===== config.mk =====
export PLATFORM = sky130hd
export DESIGN_NAME = batch_record_stream_decoder_flat
export DESIGN_NICKNAME = d
export VERILOG_FILES = /design/src/rtl/brsd_pkg.sv /design/src/rtl/brsd_stream_if.sv /design/src/rtl/batch_record_stream_decoder.sv /design/src/rtl/brsd_decode.sv /design/src/rtl/brsd_result_fifo.sv /design/src/flat_wrapper.sv
export SDC_FILE = /design/constraint.sdc
export NUM_CORES = 2
export LEC_CHECK = 0
export BUFFER_PORTS_ARGS = -buffer_cell sky130_fd_sc_hd__buf_4
export CAP_MARGIN = 0
export CORE_ASPECT_RATIO = 1.4
export CORE_MARGIN = 3
export CORE_UTILIZATION = 40
export CTS_BUF_LIST = sky130_fd_sc_hd__clkbuf_8
export DETAILED_ROUTE_END_ITERATION = 10
export RECOVER_POWER = 100
export SLEW_MARGIN = 20
export SYNTH_ARGS = -nofsm -noshare
export SYNTH_HDL_FRONTEND = slang
export SYNTH_SLANG_ARGS = --single-unit
export TNS_END_PERCENT = 1

===== constraint.sdc =====
create_clock -name clk -period 8.7 [get_ports clk]
set_clock_uncertainty 0.1 [all_clocks]
set_input_delay 0 -clock clk [delete_from_list [all_inputs] [get_ports clk]]
set_output_delay 0 -clock clk [all_outputs]
set_load 0.02 [all_outputs]

===== src/rtl/brsd_pkg.sv =====
// ----------------------------------------------------------------------------
// brsd_pkg
// shared types and constants of the batch record stream decoder
// ----------------------------------------------------------------------------
package brsd_pkg;

  localparam int HEADER_BYTES = 9;
  localparam int HDR_IDX_W    = 4;
  localparam logic [HDR_IDX_W-1:0] LAST_HDR_IDX = HDR_IDX_W'(HEADER_BYTES - 1);
  localparam logic [HDR_IDX_W-1:0] LAST_KEY_IDX = HDR_IDX_W'(4);

  // configuration port
  localparam int CFG_INDEX_W = 1;
  localparam int CFG_DATA_W  = 8;
  localparam logic [CFG_INDEX_W-1:0] CFG_PUT_CODE    = 1'b0;
  localparam logic [CFG_INDEX_W-1:0] CFG_DELETE_CODE = 1'b1;
  localparam logic [7:0] PUT_CODE_RESET    = 8'd1;
  localparam logic [7:0] DELETE_CODE_RESET = 8'd0;

  // result queue
  localparam int RQ_DEPTH = 8;
  localparam int RQ_PTR_W = $clog2(RQ_DEPTH);
  localparam int RQ_CNT_W = $clog2(RQ_DEPTH + 1);
  // room for two results in the input register and two from the next request
  localparam logic [RQ_CNT_W-1:0] RQ_TAKE_LIMIT = RQ_CNT_W'(RQ_DEPTH - 4);

  typedef enum logic [1:0] {
    KIND_HEADER = 2'd0,
    KIND_KEY    = 2'd1,
    KIND_VALUE  = 2'd2,
    KIND_STATUS = 2'd3
  } kind_t;

  typedef enum logic [2:0] {
    ST_OK            = 3'd0,
    ST_SHORT_HEADER  = 3'd1,
    ST_BAD_TYPE      = 3'd2,
    ST_SHORT_PAYLOAD = 3'd3,
    ST_DELETE_VALUE  = 3'd4
  } status_t;

  typedef enum logic [1:0] {
    PH_HEADER  = 2'd0,
    PH_PAYLOAD = 2'd1
  } phase_t;

  typedef struct packed {
    kind_t       kind;
    logic        is_delete;
    logic [31:0] key_length;
    logic [31:0] value_length;
    logic [7:0]  payload_byte;
    status_t     status;
    logic        last;
  } result_t;

  // up to two results written to the queue in one cycle, packed from slot0
  typedef struct packed {
    logic [1:0] num;
    result_t    slot0;
    result_t    slot1;
  } push_t;

endpackage


===== src/rtl/brsd_stream_if.sv =====
// ----------------------------------------------------------------------------
// brsd stream interfaces
// valid/ready channels for input bytes and decoded results
// ----------------------------------------------------------------------------
interface brsd_byte_if;
  logic       valid;
  logic       ready;
  logic [7:0] data_byte;
  logic       end_of_batch;

  modport source (output valid, output data_byte, output end_of_batch, input ready);
  modport sink   (input valid, input data_byte, input end_of_batch, output ready);
endinterface

interface brsd_result_if;
  logic        valid;
  logic        ready;
  logic [1:0]  kind;
  logic        is_delete;
  logic [31:0] key_length;
  logic [31:0] value_length;
  logic [7:0]  payload_byte;
  logic [2:0]  status;
  logic        last;

  modport source (output valid, output kind, output is_delete, output key_length,
                  output value_length, output payload_byte, output status,
                  output last, input ready);
  modport sink   (input valid, input kind, input is_delete, input key_length,
                  input value_length, input payload_byte, input status,
                  input last, output ready);
endinterface


===== src/rtl/batch_record_stream_decoder.sv =====
// ----------------------------------------------------------------------------
// batch_record_stream_decoder
// byte-wide parser for batches of length-prefixed key/value records
// ----------------------------------------------------------------------------
// byte_in carries the encoded batch one byte a request, end_of_batch marking
// the final byte. result_out gives a header result per well-typed record, one
// result per key or value byte, and a status result with last set on the
// final byte of the batch.
// put and delete type codes are written on the cfg port while idle: the user
// must keep to this, as the block does not enforce it.
// a result passes through the input register, then the result queue, before
// it is offered on result_out.
// throughput: one byte per cycle while byte_in.ready is high; the final byte
// of a batch yields up to two results, which leave the queue one at a time.
// byte_in.ready is set by the fill of the eight-entry result queue: it drops
// while more than four results wait, so a stalled receiver stops the input
// and no result is lost.
// reset empties the queue, returns the parser to the start of a batch and
// sets put code 1, delete code 0.
// ----------------------------------------------------------------------------
module batch_record_stream_decoder (
  input  logic                             clk,
  input  logic                             rst,
  input  logic                             cfg_we,
  input  logic [brsd_pkg::CFG_INDEX_W-1:0] cfg_index,
  input  logic [brsd_pkg::CFG_DATA_W-1:0]  cfg_data,
  brsd_byte_if.sink                        byte_in,
  brsd_result_if.source                    result_out
);

  logic              can_take;
  logic              take;
  brsd_pkg::push_t   push;
  brsd_pkg::result_t head;

  assign byte_in.ready = can_take;
  assign take          = byte_in.valid && can_take;

  brsd_decode u_decode (
    .clk          (clk),
    .rst          (rst),
    .cfg_we       (cfg_we),
    .cfg_index    (cfg_index),
    .cfg_data     (cfg_data),
    .take         (take),
    .data_byte    (byte_in.data_byte),
    .end_of_batch (byte_in.end_of_batch),
    .push         (push)
  );

  brsd_result_fifo u_fifo (
    .clk       (clk),
    .rst       (rst),
    .push      (push),
    .can_take  (can_take),
    .head      (head),
    .out_valid (result_out.valid),
    .out_ready (result_out.ready)
  );

  assign result_out.kind         = head.kind;
  assign result_out.is_delete    = head.is_delete;
  assign result_out.key_length   = head.key_length;
  assign result_out.value_length = head.value_length;
  assign result_out.payload_byte = head.payload_byte;
  assign result_out.status       = head.status;
  assign result_out.last         = head.last;

endmodule


===== src/rtl/brsd_decode.sv =====
// ----------------------------------------------------------------------------
// brsd_decode
// input register, record parser state and result generation
// ----------------------------------------------------------------------------
module brsd_decode (
  input  logic                             clk,
  input  logic                             rst,
  input  logic                             cfg_we,
  input  logic [brsd_pkg::CFG_INDEX_W-1:0] cfg_index,
  input  logic [brsd_pkg::CFG_DATA_W-1:0]  cfg_data,
  input  logic                             take,
  input  logic [7:0]                       data_byte,
  input  logic                             end_of_batch,
  output brsd_pkg::push_t                  push
);

  logic       stage_valid;
  logic [7:0] stage_byte;
  logic       stage_eob;

  logic [7:0] put_code;
  logic [7:0] delete_code;

  brsd_pkg::phase_t                phase, phase_next;
  logic [brsd_pkg::HDR_IDX_W-1:0]  header_index, header_index_next;
  logic [7:0]                      type_byte, type_byte_next;
  logic [31:0]                     key_len, key_len_next;
  logic [31:0]                     val_len, val_len_next;
  logic [32:0]                     bytes_left, bytes_left_next;
  brsd_pkg::status_t               error_code, error_code_next;
  logic                            delete_value_flag, delete_value_flag_next;

  logic                  is_put, is_del;
  logic [1:0]            lane;
  logic                  body_valid;
  brsd_pkg::result_t     body, stat;
  brsd_pkg::status_t     st;

  always_ff @(posedge clk) begin
    if (rst) begin
      stage_valid <= 1'b0;
    end else begin
      stage_valid <= take;
    end
    if (take) begin
      stage_byte <= data_byte;
      stage_eob  <= end_of_batch;
    end
  end

  always_ff @(posedge clk) begin
    if (rst) begin
      put_code    <= brsd_pkg::PUT_CODE_RESET;
      delete_code <= brsd_pkg::DELETE_CODE_RESET;
    end else if (cfg_we) begin
      unique case (cfg_index)
        brsd_pkg::CFG_PUT_CODE:    put_code    <= cfg_data;
        brsd_pkg::CFG_DELETE_CODE: delete_code <= cfg_data;
        default: ;
      endcase
    end
  end

  always_ff @(posedge clk) begin
    if (rst) begin
      phase             <= brsd_pkg::PH_HEADER;
      header_index      <= '0;
      type_byte         <= '0;
      key_len           <= '0;
      val_len           <= '0;
      bytes_left        <= '0;
      error_code        <= brsd_pkg::ST_OK;
      delete_value_flag <= 1'b0;
    end else begin
      phase             <= phase_next;
      header_index      <= header_index_next;
      type_byte         <= type_byte_next;
      key_len           <= key_len_next;
      val_len           <= val_len_next;
      bytes_left        <= bytes_left_next;
      error_code        <= error_code_next;
      delete_value_flag <= delete_value_flag_next;
    end
  end

  always_comb begin
    phase_next             = phase;
    header_index_next      = header_index;
    type_byte_next         = type_byte;
    key_len_next           = key_len;
    val_len_next           = val_len;
    bytes_left_next        = bytes_left;
    error_code_next        = error_code;
    delete_value_flag_next = delete_value_flag;
    is_put     = 1'b0;
    is_del     = 1'b0;
    lane       = 2'(header_index - brsd_pkg::HDR_IDX_W'(1));
    body_valid = 1'b0;
    body       = '0;
    stat       = '0;
    st         = brsd_pkg::ST_OK;
    push       = '0;

    if (stage_valid) begin
      if (error_code == brsd_pkg::ST_OK) begin
        if (phase == brsd_pkg::PH_HEADER) begin
          if (header_index == '0) begin
            type_byte_next = stage_byte;
            key_len_next   = '0;
            val_len_next   = '0;
          end else if (header_index <= brsd_pkg::LAST_KEY_IDX) begin
            key_len_next[{lane, 3'b000} +: 8] = stage_byte;
          end else begin
            val_len_next[{lane, 3'b000} +: 8] = stage_byte;
          end

          if (header_index == brsd_pkg::LAST_HDR_IDX) begin
            is_put = (type_byte == put_code);
            is_del = !is_put && (type_byte == delete_code);
            header_index_next = '0;
            if (!is_put && !is_del) begin
              error_code_next = brsd_pkg::ST_BAD_TYPE;
            end else begin
              body_valid        = 1'b1;
              body.kind         = brsd_pkg::KIND_HEADER;
              body.is_delete    = is_del;
              body.key_length   = key_len_next;
              body.value_length = val_len_next;
              delete_value_flag_next = is_del && (val_len_next != '0);
              bytes_left_next = {1'b0, key_len_next} + {1'b0, val_len_next};
              if (bytes_left_next != '0) begin
                phase_next = brsd_pkg::PH_PAYLOAD;
              end
            end
          end else begin
            header_index_next = header_index + brsd_pkg::HDR_IDX_W'(1);
          end
        end else begin
          body_valid        = 1'b1;
          body.kind         = (bytes_left > {1'b0, val_len}) ? brsd_pkg::KIND_KEY
                                                             : brsd_pkg::KIND_VALUE;
          body.payload_byte = stage_byte;
          bytes_left_next   = bytes_left - 33'd1;
          if (bytes_left_next == '0) begin
            phase_next = brsd_pkg::PH_HEADER;
            if (delete_value_flag) begin
              error_code_next = brsd_pkg::ST_DELETE_VALUE;
            end
          end
        end
      end

      if (stage_eob) begin
        priority if (error_code_next != brsd_pkg::ST_OK) begin
          st = error_code_next;
        end else if (phase_next == brsd_pkg::PH_PAYLOAD) begin
          st = brsd_pkg::ST_SHORT_PAYLOAD;
        end else if (header_index_next != '0) begin
          st = brsd_pkg::ST_SHORT_HEADER;
        end else begin
          st = brsd_pkg::ST_OK;
        end
        stat.kind   = brsd_pkg::KIND_STATUS;
        stat.status = st;
        stat.last   = 1'b1;

        // batch done: back to the reset state, codes kept
        phase_next             = brsd_pkg::PH_HEADER;
        header_index_next      = '0;
        type_byte_next         = '0;
        key_len_next           = '0;
        val_len_next           = '0;
        bytes_left_next        = '0;
        error_code_next        = brsd_pkg::ST_OK;
        delete_value_flag_next = 1'b0;
      end

      if (body_valid) begin
        push.slot0 = body;
        push.slot1 = stat;
        push.num   = stage_eob ? 2'd2 : 2'd1;
      end else begin
        push.slot0 = stat;
        push.num   = stage_eob ? 2'd1 : 2'd0;
      end
    end
  end

endmodule


===== src/rtl/brsd_result_fifo.sv =====
// ----------------------------------------------------------------------------
// brsd_result_fifo
// result queue taking up to two results a cycle, one out a cycle while out_ready is high
// ----------------------------------------------------------------------------
module brsd_result_fifo (
  input  logic              clk,
  input  logic              rst,
  input  brsd_pkg::push_t   push,
  output logic              can_take,
  output brsd_pkg::result_t head,
  output logic              out_valid,
  input  logic              out_ready
);

  brsd_pkg::result_t mem [brsd_pkg::RQ_DEPTH];

  logic [brsd_pkg::RQ_PTR_W-1:0] wr_ptr, rd_ptr;
  logic [brsd_pkg::RQ_CNT_W-1:0] count;
  logic                          pop;

  assign out_valid = (count != '0);
  assign pop       = out_valid && out_ready;
  assign head      = mem[rd_ptr];
  assign can_take  = (count <= brsd_pkg::RQ_TAKE_LIMIT);

  always_ff @(posedge clk) begin
    if (push.num != 2'd0) begin
      mem[wr_ptr] <= push.slot0;
    end
    if (push.num == 2'd2) begin
      mem[wr_ptr + brsd_pkg::RQ_PTR_W'(1)] <= push.slot1;
    end
  end

  always_ff @(posedge clk) begin
    if (rst) begin
      wr_ptr <= '0;
      rd_ptr <= '0;
      count  <= '0;
    end else begin
      wr_ptr <= wr_ptr + brsd_pkg::RQ_PTR_W'(push.num);
      rd_ptr <= rd_ptr + brsd_pkg::RQ_PTR_W'(pop);
      count  <= count + brsd_pkg::RQ_CNT_W'(push.num) - brsd_pkg::RQ_CNT_W'(pop);
    end
  end

endmodule


===== src/flat_wrapper.sv =====
// flat-port wrapper written by rule: the top's interface ports become plain ports
module batch_record_stream_decoder_flat 
  (clk, rst, cfg_we, cfg_index, cfg_data, byte_in_valid, byte_in_data_byte, byte_in_end_of_batch, byte_in_ready, result_out_valid, result_out_kind, result_out_is_delete, result_out_key_length, result_out_value_length, result_out_payload_byte, result_out_status, result_out_last, result_out_ready);
  brsd_byte_if byte_in_i ();
  brsd_result_if result_out_i ();
  input  logic clk;
  input  logic rst;
  input  logic cfg_we;
  input  logic [brsd_pkg::CFG_INDEX_W-1:0] cfg_index;
  input  logic [brsd_pkg::CFG_DATA_W-1:0] cfg_data;
  input wire logic [$bits(byte_in_i.valid)-1:0] byte_in_valid;
  input wire logic [$bits(byte_in_i.data_byte)-1:0] byte_in_data_byte;
  input wire logic [$bits(byte_in_i.end_of_batch)-1:0] byte_in_end_of_batch;
  output wire logic [$bits(byte_in_i.ready)-1:0] byte_in_ready;
  output wire logic [$bits(result_out_i.valid)-1:0] result_out_valid;
  output wire logic [$bits(result_out_i.kind)-1:0] result_out_kind;
  output wire logic [$bits(result_out_i.is_delete)-1:0] result_out_is_delete;
  output wire logic [$bits(result_out_i.key_length)-1:0] result_out_key_length;
  output wire logic [$bits(result_out_i.value_length)-1:0] result_out_value_length;
  output wire logic [$bits(result_out_i.payload_byte)-1:0] result_out_payload_byte;
  output wire logic [$bits(result_out_i.status)-1:0] result_out_status;
  output wire logic [$bits(result_out_i.last)-1:0] result_out_last;
  input wire logic [$bits(result_out_i.ready)-1:0] result_out_ready;
  assign byte_in_i.valid = byte_in_valid;
  assign byte_in_i.data_byte = byte_in_data_byte;
  assign byte_in_i.end_of_batch = byte_in_end_of_batch;
  assign byte_in_ready = byte_in_i.ready;
  assign result_out_valid = result_out_i.valid;
  assign result_out_kind = result_out_i.kind;
  assign result_out_is_delete = result_out_i.is_delete;
  assign result_out_key_length = result_out_i.key_length;
  assign result_out_value_length = result_out_i.value_length;
  assign result_out_payload_byte = result_out_i.payload_byte;
  assign result_out_status = result_out_i.status;
  assign result_out_last = result_out_i.last;
  assign result_out_i.ready = result_out_ready;
  batch_record_stream_decoder u_core (.clk(clk), .rst(rst), .cfg_we(cfg_we), .cfg_index(cfg_index), .cfg_data(cfg_data), .byte_in(byte_in_i), .result_out(result_out_i));
endmodule

==> flow_metrics.env <==
export IMPL_ir_drop_mv=0.182
export IMPL_gr_total_overflow=0
export IMPL_synth_area_sq_um=36600
export IMPL_gp_congestion=0.949
export IMPL_numPortBuffers=103
export IMPL_die_area_sq_um=95200
export IMPL_wl_per_cell_um=21.9
export IMPL_grt_total_usage_pct=24.0
export IMPL_wl_mm=116
export IMPL_cp_required_ns=8.93
export IMPL_drt_initial_drc_count=2762
export IMPL_holdCritPathClass="input pin to register"
export IMPL_arrival_ns=7.86
export IMPL_utilization_pct=45.2
export IMPL_vias=30800
export IMPL_critPathMostFrequentCell="nand2_1"
export IMPL_max_cap_violations=18
export IMPL_finalSetupTns_ns=0
export IMPL_slowest_stage="clkbuf_1"
export IMPL_io_pins=104
export IMPL_status="finished with violations"
export IMPL_final_fill_count=8762
export IMPL_power_leakage_nw=14.3
export IMPL_grt_pass1_vias=29900
export IMPL_slowest_delay_ns=1.99
export IMPL_die_w_um=262
export IMPL_worstSetupStartpoint="u_core.u_decode.header_index[0]"
export IMPL_worstPathCellList="inv_1 -> ha_1 -> nand2_1 -> nor3_1 -> nor2_1 -> nor2_1 -> ha_1 -> nand2_1 -> nor3_1 -> nand2_1 -> clkbuf_1 -> nand2_1"
export IMPL_start_util_pct=40.5
export IMPL_synth_nets=4134
export IMPL_postCtsSetupBuffers=0
export IMPL_antenna_found_initial=4
export IMPL_failed_checks="capacitance limit, slew limit"
export IMPL_fin_ws_ns=1.07
export IMPL_ctsHtreeMaxLevel=3
export IMPL_finalSetupViolCount=0
export IMPL_async_reset_ff_share_pct=0
export IMPL_ctsResizeCount=0
export IMPL_worst_path_buf_inv=2
export IMPL_syn_area_per_cell_sq_um=9.10
export IMPL_hold_viol=0
export IMPL_postCtsHoldBufs=60
export IMPL_cp_end_kind="register"
export IMPL_dr_pass1_iters=6
export IMPL_ys_warn_count=0
export IMPL_grt_pass1_wl_mm=178
export IMPL_syn_inst=4023
export IMPL_final_nets=4107
export IMPL_yosysSeqAreaShare_pct=44.4
export IMPL_min_from="result_out_ready"
export IMPL_vias_per_cell=5.85
export IMPL_cts_root_buf="clkbuf_8"
export IMPL_synth_main_ff_cell="dfxtp_1"
export IMPL_crit_family="simple AND/OR/NAND/NOR gates"
export IMPL_ys_ff_latch=783
export IMPL_pre_cts_slack_ns=1.74
export IMPL_critical_path_peak_fanout=42
export IMPL_area_growth_pct=11.4
export IMPL_relSlewSlack_pct=-138
export IMPL_cts_buffer_depth=3
export IMPL_period_share_pct=87.7
export IMPL_ant_nets=0
export IMPL_tightest_slew_ns=3.57
export IMPL_cts_buffers=117
export IMPL_fp_dieH_um=364
export IMPL_synth_edf_count=57
export IMPL_insertion_delay_ns=0.83
export IMPL_coreArea_sq_um=90300
export IMPL_crit_type="register to register"
export IMPL_layout_common_cells="dfxtp_1, o21ai_0, nand3_1"
export IMPL_cts_tree="yes"
export IMPL_fmax_ghz=0.131
export IMPL_grt_max_degree=130
export IMPL_crit_path_start_kind="register"
export IMPL_mostFrequentLayoutCell="dfxtp_1"
export IMPL_dp_hpwl_mm=73.2
export IMPL_cts_sinks=783
export IMPL_ys_types=84
export IMPL_maxSlewViolCount=1283
export IMPL_drc=0
export IMPL_r2r_start="u_core.u_decode.header_index[0]"
export IMPL_timing_final_crit_period_ns=7.63
export IMPL_rsz0062_at_grt="false"
export IMPL_path_clk_slew_ns=0.07
export IMPL_power_density_nw_per_um2=192
export IMPL_rows=130
export IMPL_drive_gt1_share_pct=12.4
worst register-to-register path, stage by stage, from the launching register on:
cell and delay [ns]:
dfxtp_1 0.75, inv_1 0.21, ha_1 0.28, nand2_1 0.48, nor3_1 0.18, nor2_1 0.18, nor2_1 0.14, ha_1 0.21
nand2_1 0.16, nor3_1 0.15, nand2_1 1.44, clkbuf_1 2.07, nand2_1 0.79
where the power goes:
group,internal (mW),switching [mW]
logic,0.361,0.535
registers,3.66,0.114
clock network,1.68,1.49
kinds of logic after synthesis:
| logic type | count (synthesis) | synth area share [%] |
|---|---|---|
| muxes | 259 | 12.8 |
| and+or+nand+nor | 1373 | 17.8 |
| adders and majority gates | 88 | 3.07 |
| DFF | 783 | 44.4 |
| buffers and inverters | 420 | 4.36 |
| AOI/OAI and AO/OA | 1045 | 16.3 |
| xor gates and xnor gates | 55 | 1.32 |
synthesized netlist by cell type (6+ instances only):
cell	count	share of area (%)
nor4_1	21	0.36
a21oi_1	122	1.7
buf_2	9	0.12
mux2i_1	21	0.57
nand4_1	28	0.48
o22ai_1	18	0.31
buf_1	30	0.31
nor2b_1	26	0.44
xnor2_1	49	1.2
nand2b_1	16	0.27
mux4_2	158	9.7
nand2_1	227	2.3
and2_1	12	0.21
inv_1	75	0.77
xor2_1	6	0.14
edfxtp_1	57	4.7
a21o_1	21	0.43
ha_1	85	2.9
dfxtp_1	726	40
nand3_1	634	8.7
o31ai_1	9	0.18
a22oi_1	107	2.2
o21ai_0	675	9.2
or3_1	18	0.31
o211ai_1	13	0.27
mux2_2	80	2.5
nor3_1	63	0.86
and3_1	7	0.12
clkbuf_1	305	3.1
or4_1	11	0.23
nor2_1	281	2.9
o21a_1	8	0.16
final timing paths:
| kind | slack (ns) | end | depth (start not counted) |
|---|---|---|---|
| setup / recovery | 1.07 | u_core.u_fifo.mem[5][78] | 12 |
| hold / removal | 0.11 | u_core.u_fifo.rd_ptr[0] | 5 |
| setup reg to reg | 1.07 | u_core.u_fifo.mem[5][78] | 12 |
| hold reg to reg | 0.36 | u_core.u_fifo.mem[7][53] | 2 |
registers in the layout (all words and copies together) (netlist names), 2 cells and up:
register                      flops
u_core.u_fifo.mem               632
u_core.u_decode.phase             2
u_core.u_decode.type_byte         8
u_core.u_fifo.wr_ptr              3
u_core.u_decode.error_code        3
u_core.u_fifo.count               4
u_core.u_decode.header_index      4
u_core.u_decode.delete_code       8
u_core.u_decode.val_len          32
u_core.u_decode.bytes_left       33
u_core.u_fifo.rd_ptr              3
u_core.u_decode.put_code          8
u_core.u_decode.stage_byte        8
u_core.u_decode.key_len          32
final cells by class:
cell class / count / area [sq um] / area share, %
clock buffer: 145 / 2000 / 4.89
timing repair buffer: 199 / 1490 / 3.65
inverter: 75 / 282 / 0.690
antenna: 2 / 5.00 / 0.0123
multi-input combinational: 2820 / 18800 / 46.1
tap: 1188 / 1490 / 3.64
clock inverter: 62 / 454 / 1.11
sequential: 783 / 16300 / 39.9
metrics by stage:
| step | instances | total power, mW | area (sq um) | hold slack (ns) |
|---|---|---|---|---|
| after floorplan | 4023 | 4.45 | 36600 | -0.00113 |
| after global placement | 5005 | 4.74 | 38000 | 0.0796 |
| after detailed placement | 5005 | 4.74 | 38000 | 0.0797 |
| after CTS | 5272 | 7.92 | 41100 | 0.0476 |
| after global routing | 5274 | 8.14 | 40800 | 0.160 |
| final | 5274 | 7.84 | 40800 | 0.115 |
metal layers:
metal / track usage, % / up-vias / wire length [um] / part of all wire (%)
met5: 0 / - / 0 / 0
met4: 10.1 / 0 / 4850 / 4.2
met3: 3.42 / 258 / 6600 / 5.7
met2: 40.7 / 981 / 55600 / 48
met1: 30.5 / 14900 / 48600 / 42
li1: - / 14700 / - / -
Power figures use the tool's default switching activity.
